<file path="config.mk">
export PLATFORM = sky130hd
export DESIGN_NAME = gcpd_alu
export DESIGN_NICKNAME = d
export VERILOG_FILES = /design/src/rtl/core/grid_center_point_downsample_assert.svh /design/src/rtl/core/gcpd_pkg.sv /design/src/rtl/core/gcpd_alu.sv
export SDC_FILE = /design/constraint.sdc
export NUM_CORES = 1
export LEC_CHECK = 0
export ABC_AREA = 1
export BUFFER_PORTS_ARGS = -buffer_cell sky130_fd_sc_hd__buf_2
export CORE_AREA = 2 2 150 152
export DETAILED_ROUTE_END_ITERATION = 7
export DIE_AREA = 0 0 152 154
export PLACE_DENSITY = 0.86
export SYNTH_ARGS = -nofsm -noshare
export SYNTH_HDL_FRONTEND = slang
export SYNTH_SLANG_ARGS = --single-unit
</file>
<file path="constraint.sdc">
create_clock -name vclk -period 18
set_clock_uncertainty 0.1 [all_clocks]
set_input_delay 5.4 -clock vclk [all_inputs]
set_output_delay 5.4 -clock vclk [all_outputs]
set_load 0.02 [all_outputs]
</file>
<file path="src/rtl/core/grid_center_point_downsample_assert.svh">
// ---------------------------------------------------------------------------
// Assertion macros for the grid centre point downsampler
// Concurrent checks on clk_i, removed entirely in synthesis builds.
// ---------------------------------------------------------------------------
`ifndef GRID_CENTER_POINT_DOWNSAMPLE_ASSERT_SVH
`define GRID_CENTER_POINT_DOWNSAMPLE_ASSERT_SVH

`ifndef SYNTHESIS
`define GCPD_ASSERT(lbl, prop, msg) \
  lbl: assert property (@(posedge clk_i) disable iff (!rst_ni) prop) else $error(msg);
`define GCPD_ASSERT_ALWAYS(lbl, prop, msg) \
  lbl: assert property (@(posedge clk_i) prop) else $error(msg);
`else
`define GCPD_ASSERT(lbl, prop, msg)
`define GCPD_ASSERT_ALWAYS(lbl, prop, msg)
`endif

`endif

</file>
<file path="src/rtl/core/gcpd_pkg.sv">
// ---------------------------------------------------------------------------
// gcpd_pkg
// Shared constants and types of the grid centre point downsampler.
// ---------------------------------------------------------------------------
package gcpd_pkg;

  localparam int MaxHalfCells = 31;
  localparam int CoordBits    = 16;
  localparam int TagBits      = 16;
  localparam int CsBits       = 14;
  localparam int MrBits       = 15;
  localparam int DistW        = 32;

  localparam int Side  = 2 * MaxHalfCells + 1;
  localparam int Cells = Side * Side;
  localparam int AddrW = $clog2(Cells + 1);
  localparam int QW    = $clog2(Side + 1);
  localparam int NW    = $clog2(MaxHalfCells + 1);
  localparam int StepW = $clog2(QW + 1);
  // Holds the largest shifted divisor and the largest axis numerator, signed.
  localparam int AluW  = CsBits + QW + 3;
  localparam int MulW  = CoordBits;
  localparam int ProdW = 2 * MulW;
  localparam int WordW = 3 * CoordBits;

  localparam logic [CsBits-1:0] CsReset = CsBits'(64);
  localparam logic [MrBits-1:0] MrReset = MrBits'(1984);

  typedef enum logic [0:0] {
    CFG_CELL_SIZE = 1'b0,
    CFG_MAX_RANGE = 1'b1
  } cfg_idx_e;

  typedef struct packed {
    logic                   sub;
    logic signed [AluW-1:0] a;
    logic signed [AluW-1:0] b;
    logic signed [MulW-1:0] ma;
    logic signed [MulW-1:0] mb;
  } alu_req_t;

  typedef struct packed {
    logic signed [AluW-1:0]  diff;
    logic                    ge;
    logic signed [ProdW-1:0] prod;
  } alu_rsp_t;

  typedef struct packed {
    logic                 occ;
    logic [DistW-1:0]     sqd;
    logic [TagBits-1:0]   tag;
    logic [CoordBits-1:0] y;
    logic [CoordBits-1:0] x;
  } cell_t;

endpackage

</file>
<file path="src/rtl/core/gcpd_alu.sv">
// ---------------------------------------------------------------------------
// gcpd_alu
// Shared add/subtract-and-compare unit plus one signed multiplier.
// ---------------------------------------------------------------------------
module gcpd_alu (
  input  gcpd_pkg::alu_req_t req_i,
  output gcpd_pkg::alu_rsp_t rsp_o
);
  import gcpd_pkg::*;

  always_comb begin
    rsp_o.diff = req_i.sub ? (req_i.a - req_i.b) : (req_i.a + req_i.b);
    rsp_o.ge   = ~rsp_o.diff[AluW-1];
    rsp_o.prod = req_i.ma * req_i.mb;
  end

endmodule

</file>
; ---- Word level (Yosys, flattened, before mapping)
; Cells that the tools add are included.
[op_classes]
bitwise_logic = 1
mux = 1
n_addsub = 2
multipliers = 1
[op_table]
columns = operator, n
row1 = 16-bit by 16-bit multiplier with 32-bit output, 1
row2 = 23-bit adder, 1
row3 = 23-bit two-way mux, 1
row4 = 23-bit subtractor, 1
row5 = 1-bit inverter, 1
[word_totals]
wordCells = 5
output_inout_bits = 56
regBits = 0
inputBits = 79

; ---- Depth between registers and ports, before layout
[depth]
ltp_word = 3
mapped_depth = 28
ltp_nobuf = 26

; ---- Worst setup path after synthesis
; Ideal clock, no wire load.
[synth_path]
kind = in2out
from = input req_i[5] (netlist bit)
to = output rsp_o[23] (netlist bit)
setup_slack_ps = 1961
required_ps = 12500
arrival_time_ps = 10539
cell_stages = 20
cell_sequence = clkbuf_1 > clkbuf_1 > nand2_1 > fa_1 > inv_1 > fa_1 > inv_1 > fa_1 > fa_1 > fa_1 > fa_1 > inv_1 > ha_1 > nand2_1 > inv_1 > nand2_1 > nor2_2 > nand4_1 > nand3b_1 > xor2_1
[synth_rtl]
columns = item, line_no
row1 = "start, declared", gcpd_alu.sv:6  ; input gcpd_pkg::alu_req_t req_i,
row2 = "end, declared", gcpd_alu.sv:7  ; output gcpd_pkg::alu_rsp_t rsp_o

==> reports/qor.log <==
[logic_synthesis] number of distinct standard cells referenced by the synthesized netlist 34
[layout] layout cell share with drive strength beyond 1 8.59%
[layout] storage element area 0 um2
[floorplanning] floorplan die area 0.0234 mm2
[sta] Setup Total Neg Slack 0 ns
[routing] total wire length after detailed routing 33300 um
[logic_synthesis] mean cell area of the mapped netlist 6.88 um2
[min_path] Hold Path Depth 4
[routing] number of optimization iterations in the first detailed-route pass 6
[routing] total DRC errors in the routed layout 0
[logic_synthesis] Synth Net Count 2326
[sta] Final Slew Violations 0
[global_routing] global-route wire length before repair 57300 um
[global_routing] routing usage on met2 54.7%
[worst_setup_path] Crit. End Element primary output
[logic_synthesis] yosys synthesis warning count 0
[logic_synthesis] synth cell count leaders sky130_fd_sc_hd__inv_1, sky130_fd_sc_hd__nand2_1, sky130_fd_sc_hd__fa_1
[layout] number of fill cells 1910
[logic_synthesis] synthesized instance count 1879
[floorplanning] initial core utilization 59.6%
[sta] worst-case headroom to the max-slew limit 56.6%
[worst_setup_path] required time of the critical path 12.50 ns
[flow_run] maximum capacitance violations 0
[worst_setup_path] Worst setup endpoint rsp_o[31]
[sta] final critical-path share of the clock period 92.2%
[logic_synthesis] synthesized cell area 0.0129 mm2
[sta] Hold Violations, Final 0
[layout] multi-input gate area in the final layout 0.0106 mm2
[floorplanning] Horiz. Die Dim 152 um
[floorplanning] total number of placement rows 54
[global_routing] via count of the first global-routing pass 12700
[clocking] post-cts resize count 0
[floorplanning] area of the placeable core 0.0217 mm2
[logic_synthesis] most used standard cell by instance count after synthesis sky130_fd_sc_hd__inv_1
[routing] via count normalized by instance count 5.29
[layout] number of clock-tree buffers in the layout 0
[global_routing] grt total ovfl 0
[placed_design] pre-CTS setup slack 1.45 ns
[min_path] HP Class in2out
[layout] number of inserted diodes 0
[sta] maximum operating frequency 60.3 MHz
[clocking] postcts setup bufs 0
[worst_setup_path] start point of the critical path req_i[31]
[logic_synthesis] post-synth top area cell sky130_fd_sc_hd__fa_1
[sta] unrepaired setup endpoints after global routing false
[worst_setup_path] sort of element at the start of the critical path input pin
[sta] Slew @ Worst Pin 0.650 ns
[logic_synthesis] sequential cell area fraction in the yosys report 0%
[sta] final worst path period need 16.59 ns
[global_routing] met1 track utilization from global routing 34.5%
[logic_synthesis] share of Yosys cell area claimed by the top area cell type 40.7%
[global_routing] most crowded layer after global routing met2
[placed_design] total placed cells including tap cells 2236
[layout] number of nets at the end of the flow 2405
[worst_setup_path] Critical Setup Path Class in2out
[global_routing] global-route usage over all layers 29.6%
[sta] Worst Slack Setup Final 1.41 ns
[global_routing] maximum number of pins on one net before global-route repair 18
[placed_design] Area after DPL 0.0137 mm2
[routing] wire per inst 14.9 um
[floorplanning] die height 154 um
[worst_setup_path] critical path data arrival time 11.09 ns
[placed_design] final estimated routing congestion in global placement 0.942
[worst_setup_path] maximum net fanout on the critical path 16
[routing] number of DRC violations after detailed-routing iteration 0 783
[layout] post-route design area 0.0137 mm2
[logic_synthesis] cells taking the most area after synthesis sky130_fd_sc_hd__fa_1, sky130_fd_sc_hd__inv_1, sky130_fd_sc_hd__nand2_1
[placed_design] IO buf count 135
[routing] total number of vias 11800
[placed_design] Final HPWL DP 29300 um
[floorplanning] I/O pins 135
[global_routing] number of antenna violations at the first check in global routing 0
[layout] Non-Filler Instances 2236
[global_routing] met3 Track Usage GR 2.14%
[layout] sequential cell count 0
[routing] remaining antenna violation count 0
[outcome] result of the run complete, no violations
[layout] synthesis-to-finish area growth 6.23%
[sta] final number of setup-violating endpoints 0
[clocking] number of hold buffers added after CTS 0
-- layer usage --
metal | wire (um) | part of all wire [%]
met1 | 12600 | 38
met2 | 17000 | 51
met3 | 1740 | 5.2
met4 | 1910 | 5.7
met5 | 0 | 0
-- critical path, cell delays in order --
cell	delay, ns
sky130_fd_sc_hd__buf_2	0.27
sky130_fd_sc_hd__nand2_1	0.14
sky130_fd_sc_hd__inv_1	0.14
sky130_fd_sc_hd__fa_1	0.59
sky130_fd_sc_hd__fa_1	0.72
sky130_fd_sc_hd__inv_1	0.20
sky130_fd_sc_hd__fa_1	0.56
sky130_fd_sc_hd__inv_1	0.09
sky130_fd_sc_hd__fa_1	0.53
sky130_fd_sc_hd__inv_1	0.05
sky130_fd_sc_hd__fa_1	0.45
sky130_fd_sc_hd__fa_1	0.50
sky130_fd_sc_hd__inv_1	0.05
sky130_fd_sc_hd__ha_1	0.36
sky130_fd_sc_hd__nand2_1	0.07
sky130_fd_sc_hd__nor2_1	0.13
sky130_fd_sc_hd__nand3_1	0.12
sky130_fd_sc_hd__nor3_1	0.18
sky130_fd_sc_hd__nand2_1	0.11
sky130_fd_sc_hd__nand3_1	0.10
sky130_fd_sc_hd__nand2_1	0.06
sky130_fd_sc_hd__nand2_1	0.10
sky130_fd_sc_hd__buf_2	0.18
-- through the flow --
stage          util (%)  hold WS, ns
2_1_floorplan         -        10.83
3_3_place_gp       63.3        11.11
3_5_place_dp       63.3        11.12
4_1_cts            63.3        11.12
5_1_grt            63.3        11.15
6_report           63.3        11.12
-- logic make-up (layout without fill, tap and decap cells) --
family | count (synthesis) | after routing | synth area share [%]
AOI/OAI and AO/OA | 92 | 92 | 4.03
xor gates and xnor gates | 51 | 51 | 3.45
adders and majority gates | 368 | 368 | 50.9
buffers and inverters | 623 | 700 | 18.1
and+or+nand+nor | 745 | 745 | 23.5
-- worst min path at each step --
stage,end,slack (ns),startpoint
2_1_floorplan,rsp_o[0],10.83,req_i[16]
3_3_place_gp,rsp_o[33],11.11,req_i[32]
3_5_place_dp,rsp_o[33],11.12,req_i[32]
4_1_cts,rsp_o[33],11.12,req_i[32]
5_1_grt,rsp_o[33],11.15,req_i[32]
6_report,rsp_o[33],11.12,req_i[32]
-- cells in the final DEF, fill, tap and decap left out, types with 6 or more instances in the layout --
| cell | Yosys | final |
|---|---|---|
| sky130_fd_sc_hd__nor2_1 | 93 | 93 |
| sky130_fd_sc_hd__buf_2 | 2 | 135 |
| sky130_fd_sc_hd__xor2_1 | 46 | 46 |
| sky130_fd_sc_hd__nand2_1 | 531 | 531 |
| sky130_fd_sc_hd__nand4_1 | 20 | 20 |
| sky130_fd_sc_hd__a21oi_1 | 47 | 47 |
| sky130_fd_sc_hd__nor2_2 | 9 | 9 |
| sky130_fd_sc_hd__fa_1 | 263 | 263 |
| sky130_fd_sc_hd__o21bai_1 | 6 | 6 |
| sky130_fd_sc_hd__o21ai_0 | 23 | 23 |
| sky130_fd_sc_hd__inv_1 | 562 | 562 |
| sky130_fd_sc_hd__ha_1 | 105 | 105 |
| sky130_fd_sc_hd__nand3_1 | 62 | 62 |
| sky130_fd_sc_hd__or2_2 | 6 | 6 |
-- cell type report --
| type | instances | area share (%) |
|---|---|---|
| Multi-Input combinational cell | 1256 | 77.1 |
| Inverter | 565 | 15.4 |
| Tap cell | 280 | 2.55 |
| Timing Repair Buffer | 135 | 4.92 |
Power is not shown: default switching activity piles up to over one toggle a cycle in this logic, so the estimate is an artifact.
