===== src/rtl/core/grid_center_point_downsample_assert.svh =====
// ---------------------------------------------------------------------------
// Assertion macros for the grid centre point downsampler
// Concurrent checks on clk_i, removed entirely in synthesis builds.
// ---------------------------------------------------------------------------
`ifndef GRID_CENTER_POINT_DOWNSAMPLE_ASSERT_SVH
`define GRID_CENTER_POINT_DOWNSAMPLE_ASSERT_SVH

`ifndef SYNTHESIS
`define GCPD_ASSERT(lbl, prop, msg) \
  lbl: assert property (@(posedge clk_i) disable iff (!rst_ni) prop) else $error(msg);
`define GCPD_ASSERT_ALWAYS(lbl, prop, msg) \
  lbl: assert property (@(posedge clk_i) prop) else $error(msg);
`else
`define GCPD_ASSERT(lbl, prop, msg)
`define GCPD_ASSERT_ALWAYS(lbl, prop, msg)
`endif

`endif


===== src/rtl/core/gcpd_ram.sv =====
// ---------------------------------------------------------------------------
// gcpd_ram
// Simple dual-port RAM, one write and one registered read per cycle.
// ---------------------------------------------------------------------------
module gcpd_ram #(
  parameter int Depth = 4,
  parameter int Width = 8
) (
  input  logic                     clk_i,
  input  logic                     we_i,
  input  logic [$clog2(Depth)-1:0] waddr_i,
  input  logic [Width-1:0]         wdata_i,
  input  logic [$clog2(Depth)-1:0] raddr_i,
  output logic [Width-1:0]         rdata_o
);

  logic [Width-1:0] mem_q [Depth];
  logic [Width-1:0] rdata_q;

  always_ff @(posedge clk_i) begin
    if (we_i) begin
      mem_q[waddr_i] <= wdata_i;
    end
    rdata_q <= mem_q[raddr_i];
  end

  assign rdata_o = rdata_q;

endmodule


===== config.mk =====
export PLATFORM = sky130hd
export DESIGN_NAME = gcpd_ram
export DESIGN_NICKNAME = d
export VERILOG_FILES = /design/src/rtl/core/grid_center_point_downsample_assert.svh /design/src/rtl/core/gcpd_ram.sv
export SDC_FILE = /design/constraint.sdc
export NUM_CORES = 1
export LEC_CHECK = 0
export ABC_CLOCK_PERIOD_IN_PS = 1600
export BUFFER_PORTS_ARGS = -buffer_cell sky130_fd_sc_hd__buf_4
export CAP_MARGIN = 20
export CORE_MARGIN = 2
export CORE_UTILIZATION = 36
export DETAILED_ROUTE_END_ITERATION = 10
export PLACE_DENSITY = 0.66
export SLEW_MARGIN = 25
export SYNTH_ARGS = -nofsm -noshare
export SYNTH_HDL_FRONTEND = slang
export SYNTH_SLANG_ARGS = --single-unit

===== constraint.sdc =====
create_clock -name clk_i -period 1.6 [get_ports clk_i]
set_clock_uncertainty 0.15 [all_clocks]
set_input_delay 0.08 -clock clk_i [delete_from_list [all_inputs] [get_ports clk_i]]
set_output_delay 0.08 -clock clk_i [all_outputs]
set_load 0.02 [all_outputs]

* Word-level counts from Yosys, hierarchy flattened
Memory sizes are Yosys's and may differ from the RTL's. A register that Yosys moved wholly into a read port is not among the register bits. Cells that the tools add are included.
Operators by class: muxes and demuxes 2
Operators by type and width (count):
- 1-bit two-way mux | 2
Storage, ports and cells: register bits after elaboration 0, memory bits (writable) 32, bits of input ports 14, output and inout bits 8, word-level logic and storage cells 3, memories kept 1
Memories:
- mem_q | words 4, width 8, rd ports 1, clocked after memory_dff 1, wr ports 1, line gcpd_ram.sv:17 | logic [Width-1:0] mem_q [Depth];

* Logic depth before layout (Yosys ltp)
Gate-level depths: netlist of the first run.
depth after elaboration 2, mapped depth 2, depth with buffers taken out 1

* Worst setup path before layout of the first run
Ideal clock, no wire load.
kind input to register, start point input waddr_i[0], end point memory mem_q[0][0] (enable), setup time 0.385 ns, arrival time 0.759 ns, data required time 1.065 ns, slack 0.306 ns, stages on the path 1, buffers on the path 0, cell sequence nor3b_1
RTL lines:
- start, declared | line gcpd_ram.sv:11 | input logic [$clog2(Depth)-1:0] waddr_i,
- end, declared | line gcpd_ram.sv:17
Straight into the memory's write port.

* Final worst setup path of the first run
start point memory mem_q[3][4], end point register rdata_q[4] (netlist: rdata_o[4]) (read register of mem_q)
RTL lines:
- end, declared | line gcpd_ram.sv:18 | logic [Width-1:0] rdata_q;
No word-level cell between the ends.

==> metrics.cfg, run 1 <==
[timing]
setup_tns_ps=0
worst_slew_pin_slew_ps=435
final-hold-violation-count=0
finalSetupViolCount=0
fin_crit_ps=1110
relSlewSlack=0.710
fmax_mhz=902
rsz0062_at_grt=no
finalCritPeriodShare=0.693
drv_slew=0

[floorplanning]
die_area_sq_mm=0.00425
core_area_sq_mm=0.00363
start_util=0.371
io_pins=22
die_w_um=65.2
die_h_um=65.2
rows=22

[clock_tree]
cts-root-buf=clkbuf_8
numCtsBuffers=5
clockBufferDepth=2
cts_tree=built
cts.sinks=40
insertion_delay_ps=280
cts_setup_buffers=0
clk_pin_slew_ps=80
cts_max_level=2

[placed_design]
place_congestion=0.651
io_buffers=21
dpl.hpwl_mm=1.29
place_area_sq_mm=0.00156

[synth]
synth_top_area_frac=0.712
yosysTopAreaCell=edfxtp_1
ys_seq_elements=40
synth-seq-area-share=0.831
synthTopCellsByArea=edfxtp_1 71%, mux4_2 13%, dfxtp_1 12%
synth_cells=54
ys_warn_count=0
syn_nets=68
avgSynthCellArea_sq_um=25.0
netlist_area_sq_mm=0.00135
synth_cell_types=8

[layout]
drive_above_1_share=0.400
area_growth_pct=27.5
design_area_sq_mm=0.00172
antenna_cells=0
nFillCells=310
nets=103

[global_route]
overflow=0
grt_pass1_vias=658
grt_max_degree=13
grt_first_pass_wirelength_mm=3.21
grtUsageTotal=0.113
antenna_found_initial=0

[critical_path]
crit_chain=mux4_2
cp_top_family=multiplexers
rr_worst_depth=1
worst_ep_required_time_ps=1620
endpoint_kind=register
r2r_slack_ps=490
worst-endpoint-arrival_ps=1130
worstPathMaxFanout=1
crit_start=mem_q[3][4]$_DFFE_PP_
critical-path-slowest-cell=mux4_2
r2r_start=mem_q[3][4]$_DFFE_PP_
cp-start-kind=register
r2r_end=rdata_o[4]$_DFF_P_
max_stage_delay_ps=470
crit_type=register to register
cp_num_buf_inv=0

[min_path]
hold_depth=2
worstHoldStart=raddr_i[1]
hp-class=input pin to register
min_to=rdata_o[0]$_DFF_P_

[route]
drc=0
drt_wl_total_mm=2.04
dr_total_vias=627
drtIter0Drc=17
dr.pass1.iters=4
vias_per_cell=4.54
ant_nets=0
wl_per_cell_um=14.8

[flow_run]
cap_violations=0

[power]
fin_total_pwr_mw=2.00
power_density_mw_per_mm2=1160
ir_drop_mv=0.505
power.leakage_nw=0.615

[status]
status=complete, no violations

[sequential cells by signal, summed over array words and instances, names as in the netlist]
| signal | count |
|---|---|
| rdata_o | 8 |
| mem_q | 32 |
[power by group]
group | total [mW] | internal [mW] | switching [mW]
clock | 0.634 | 0.306 | 0.328
sequential | 1.20 | 1.19 | 0.0141
combinational | 0.166 | 0.0905 | 0.0756
[cells by family (layout without fill, tap and decap cells)]
logic type	after synthesis	in the layout	share of synthesized area
mux	8	8	0.134
simple gates	4	4	0.0232
buf+inv	2	38	0.0121
flops	40	40	0.831
[how the worst max path moves through the flow]
stage | endpoint | depth (start not counted)
after CTS | rdata_o[2]$_DFF_P_ | 1
after global routing | rdata_o[2]$_DFF_P_ | 1
after global placement | mem_q[1][2]$_DFFE_PP_ | 2
after detailed placement | mem_q[1][2]$_DFFE_PP_ | 2
after floorplan | mem_q[0][0]$_DFFE_PP_ | 1
final | rdata_o[4]$_DFF_P_ | 1
[cells in the mapped netlist (all sizes together)]
master and count:
edfxtp 32, dfxtp 8, mux4 8, and3b 2
and3 1, buf 1, clkbuf 1, nor3b 1
[repair_timing]
item	4_1_cts	5_1_grt
hold buffers	8	0
endpoints found under the hold margin	32	0
gates resized for setup	0	0
[area by class of cell]
| cell class | count | area, sq um | area share |
|---|---|---|---|
| clock buffers | 7 | 76.3 | 0.0444 |
| clock inverters | 1 | 5.00 | 0.00291 |
| multi-input cells | 12 | 211 | 0.123 |
| flip-flops and latches | 40 | 1120 | 0.652 |
| well taps | 48 | 60.1 | 0.0349 |
| repair buffers | 30 | 245 | 0.143 |
[metrics by stage]
stage               hold WS [ps]  instances  worst slack [ps]   util
floorplan                   28.9         54               306      -
detailed placement           137        122               399  0.429
finish                      7.51        138               491  0.473
CTS                         3.26        138               478  0.473
global route                10.5        138               446  0.473
global placement             130        122               451  0.429
[layer usage]
| layer | vias up | GRT usage | part of all wire | wire length, um |
|---|---|---|---|---|
| li1 | 291 | - | - | - |
| met1 | 311 | 0.137 | 0.44 | 906 |
| met2 | 19 | 0.163 | 0.47 | 962 |
| met3 | 6 | 0.0462 | 0.053 | 109 |
| met4 | 0 | 0.0781 | 0.030 | 61 |
| met5 | - | 0 | 0 | 0 |
[cells in the final DEF, fill, tap and decap left out]
cell | netlist | layout
clkbuf_8 | 0 | 5
clkbuf_1 | 0 | 2
buf_4 | 0 | 22
dlygate4sd3_1 | 0 | 8
clkinv_2 | 0 | 1
and3b_1 | 2 | 2
nor3b_1 | 1 | 1
mux4_2 | 8 | 8
dfxtp_1 | 8 | 8
edfxtp_1 | 32 | 32
and3_1 | 1 | 1
Note: power is estimated with default switching activity, not from simulation.
==> run 2: changes to the inputs <==
--- a/config.mk
+++ b/config.mk
@@ -5,13 +5,13 @@
 export SDC_FILE = /design/constraint.sdc
 export NUM_CORES = 1
 export LEC_CHECK = 0
-export ABC_CLOCK_PERIOD_IN_PS = 1600
+export ABC_CLOCK_PERIOD_IN_PS = 1000
 export BUFFER_PORTS_ARGS = -buffer_cell sky130_fd_sc_hd__buf_4
 export CAP_MARGIN = 20
 export CORE_MARGIN = 2
 export CORE_UTILIZATION = 36
 export DETAILED_ROUTE_END_ITERATION = 10
-export PLACE_DENSITY = 0.66
+export PLACE_DENSITY = 0.68
 export SLEW_MARGIN = 25
 export SYNTH_ARGS = -nofsm -noshare
 export SYNTH_HDL_FRONTEND = slang
==> constraint.sdc (replaced) <==
create_clock -name clk_i -period 1 [get_ports clk_i]
set_clock_uncertainty 0.15 [all_clocks]
set_input_delay 0.05 -clock clk_i [delete_from_list [all_inputs] [get_ports clk_i]]
set_output_delay 0.05 -clock clk_i [all_outputs]
set_load 0.02 [all_outputs]
==> metrics.cfg, run 2 (synthesized netlist as in run 1, its figures left out) <==
[status]
status=finished, violations left
failed_checks=negative hold slack, negative setup slack

[clock_tree]
cts_max_level=2  ; unchanged
numCtsBuffers=5  ; unchanged
cts_tree=built
clockBufferDepth=2  ; unchanged
insertion_delay_ps=290  ; about the same
cts-root-buf=clkbuf_8
cts.sinks=40  ; unchanged
cts_hold_buffers=8  ; unchanged
clk_pin_slew_ps=80  ; about the same
cts_resized=0  ; unchanged

[layout]
nets=107  ; +3.9%
area_growth_pct=34.1
final_cells=142  ; +2.9%
drive_above_1_share=0.457  ; +0.0574
final_cell_mix=32 x edfxtp_1, 24 x buf_4, 8 x mux4_2, 8 x dlygate4sd3_1, 8 x dfxtp_1
final_util=0.498  ; +0.0248
antenna_cells=0  ; unchanged
largest_reg_flops=32  ; unchanged
final_common_cell=edfxtp_1
top_register=mem_q
nFillCells=312  ; +0.65%

[timing]
relSlewSlack=0.889  ; +0.180
worst_slack_ps=-107  ; -598 ps
worst_slew_pin_slew_ps=166  ; -269 ps
finalSetupViolCount=8  ; +8
final-hold-violation-count=8  ; +8
rsz0062_at_grt=yes
hold_ws_ps=-24.8  ; -32.3 ps
fin_crit_ps=1110  ; -1.80 ps
fmax_mhz=903  ; +0.16%
drv_slew=0  ; unchanged
finalCritPeriodShare=1.11  ; +0.414

[floorplanning]
die_h_um=65.2  ; unchanged
start_util=0.371  ; unchanged
die_w_um=65.2  ; unchanged
io_pins=22  ; unchanged
die_area_sq_mm=0.00425  ; unchanged
rows=22  ; unchanged
core_area_sq_mm=0.00363  ; unchanged

[critical_path]
crit_type=register to register
critical-path-slowest-cell=mux4_2
rr_worst_depth=1  ; unchanged
worst-endpoint-arrival_ps=1130  ; about the same
crit_chain=mux4_2
r2r_slack_ps=-110  ; -600 ps
r2r_end=rdata_o[3]$_DFF_P_
worst_ep_required_time_ps=1030  ; -590 ps
worstPathMaxFanout=1  ; unchanged
r2r_start=mem_q[3][3]$_DFFE_PP_
cp_num_buf_inv=0  ; unchanged
max_stage_delay_ps=460  ; about the same
cp_top_family=multiplexers
endpoint_kind=register
cp-start-kind=register

[global_route]
antenna_found_initial=0  ; unchanged
grt_first_pass_wirelength_mm=3.06  ; -4.5%
grt_pass1_vias=655  ; -0.46%
grtUsageTotal=0.111  ; -0.00161
overflow=0  ; unchanged
grt_max_degree=14  ; +1

[route]
drc=0  ; unchanged
drtIter0Drc=22  ; +5
dr_total_vias=634  ; +1.1%
ant_nets=0  ; unchanged
m1WireLength_um=806  ; -11%
vias_per_cell=4.46  ; -1.7%
drt_wl_total_mm=1.99  ; -2.3%
routed.top_layer=met4
route.met3.wl_um=125  ; +15%
met2_length_um=993  ; +3.2%
wl_per_cell_um=14.0  ; -5.1%
dr.pass1.iters=4  ; unchanged

[placed_design]
place_congestion=0.621  ; -4.6%
io_buffers=21  ; unchanged
dp_cells=126  ; +3.3%
place_ws_ps=-112  ; -511 ps

[flow_run]
cap_violations=0  ; unchanged

[min_path]
hp-class=input pin to register
hold_depth=2  ; unchanged
min_to=rdata_o[3]$_DFF_P_
worstHoldStart=raddr_i[1]

[power]
power.leakage_nw=0.656  ; +6.7%
power_density_mw_per_mm2=1920  ; +65%
ir_drop_mv=0.916  ; +82%

[run 2: cell types whose count changed in the layout (fill, tap and decap cells not counted), sizes merged]
cell      change
bufinv        +1
clkbuf        -2
buf           +4
clkinvlp      +1
[run 2: worst max path at each step]
stage                               start                 end  slack (ps)  cells past startpoint
global route        mem_q[2][6]$_DFFE_PP_  rdata_o[6]$_DFF_P_        -140                      1
floorplan           mem_q[3][0]$_DFFE_PP_  rdata_o[0]$_DFF_P_         -60                      1
global placement    mem_q[3][4]$_DFFE_PP_  rdata_o[4]$_DFF_P_         -70                      1
detailed placement  mem_q[3][3]$_DFFE_PP_  rdata_o[3]$_DFF_P_        -110                      1
finish              mem_q[3][3]$_DFFE_PP_  rdata_o[3]$_DFF_P_        -110                      1
CTS                 mem_q[3][3]$_DFFE_PP_  rdata_o[3]$_DFF_P_        -120                      1
[run 2: cell type report]
type	count	area [sq um]	share of cell area
clock buffer	5	68.8	0.0380
clock inverter	3	42.5	0.0235
multi-input combinational	12	216	0.120
sequential	40	1120	0.620
tap	48	60.1	0.0332
timing repair buffer	34	300	0.166
[run 2: what timing repair did]
action / in CTS / in global routing
setup buffers: 0 / 0
endpoints found under the hold margin: 40 / 8
endpoints found under the setup margin: 8 / 8
[run 2: per-stage QoR]
step	TNS, ps	power [mW]	instance area (sq um)
after floorplan	-471	2.08	1350
after global placement	-550	2.21	1620
after detailed placement	-952	2.22	1620
after CTS	-850	3.51	1810
after global routing	-1000	3.62	1810
final	-790	3.47	1810
[run 2: where the power goes]
group          total [mW]  switching (mW)  internal (mW)
Combinational       0.284           0.123          0.161
Clock                1.27           0.534          0.737
Sequential           1.92          0.0227           1.90
[run 2: layer usage]
layer  global-route usage  vias to the layer above
met5                    0                        -
met4               0.0859                        0
met3               0.0531                        4
met2                0.173                       21
met1                0.115                      312
li1                     -                      297
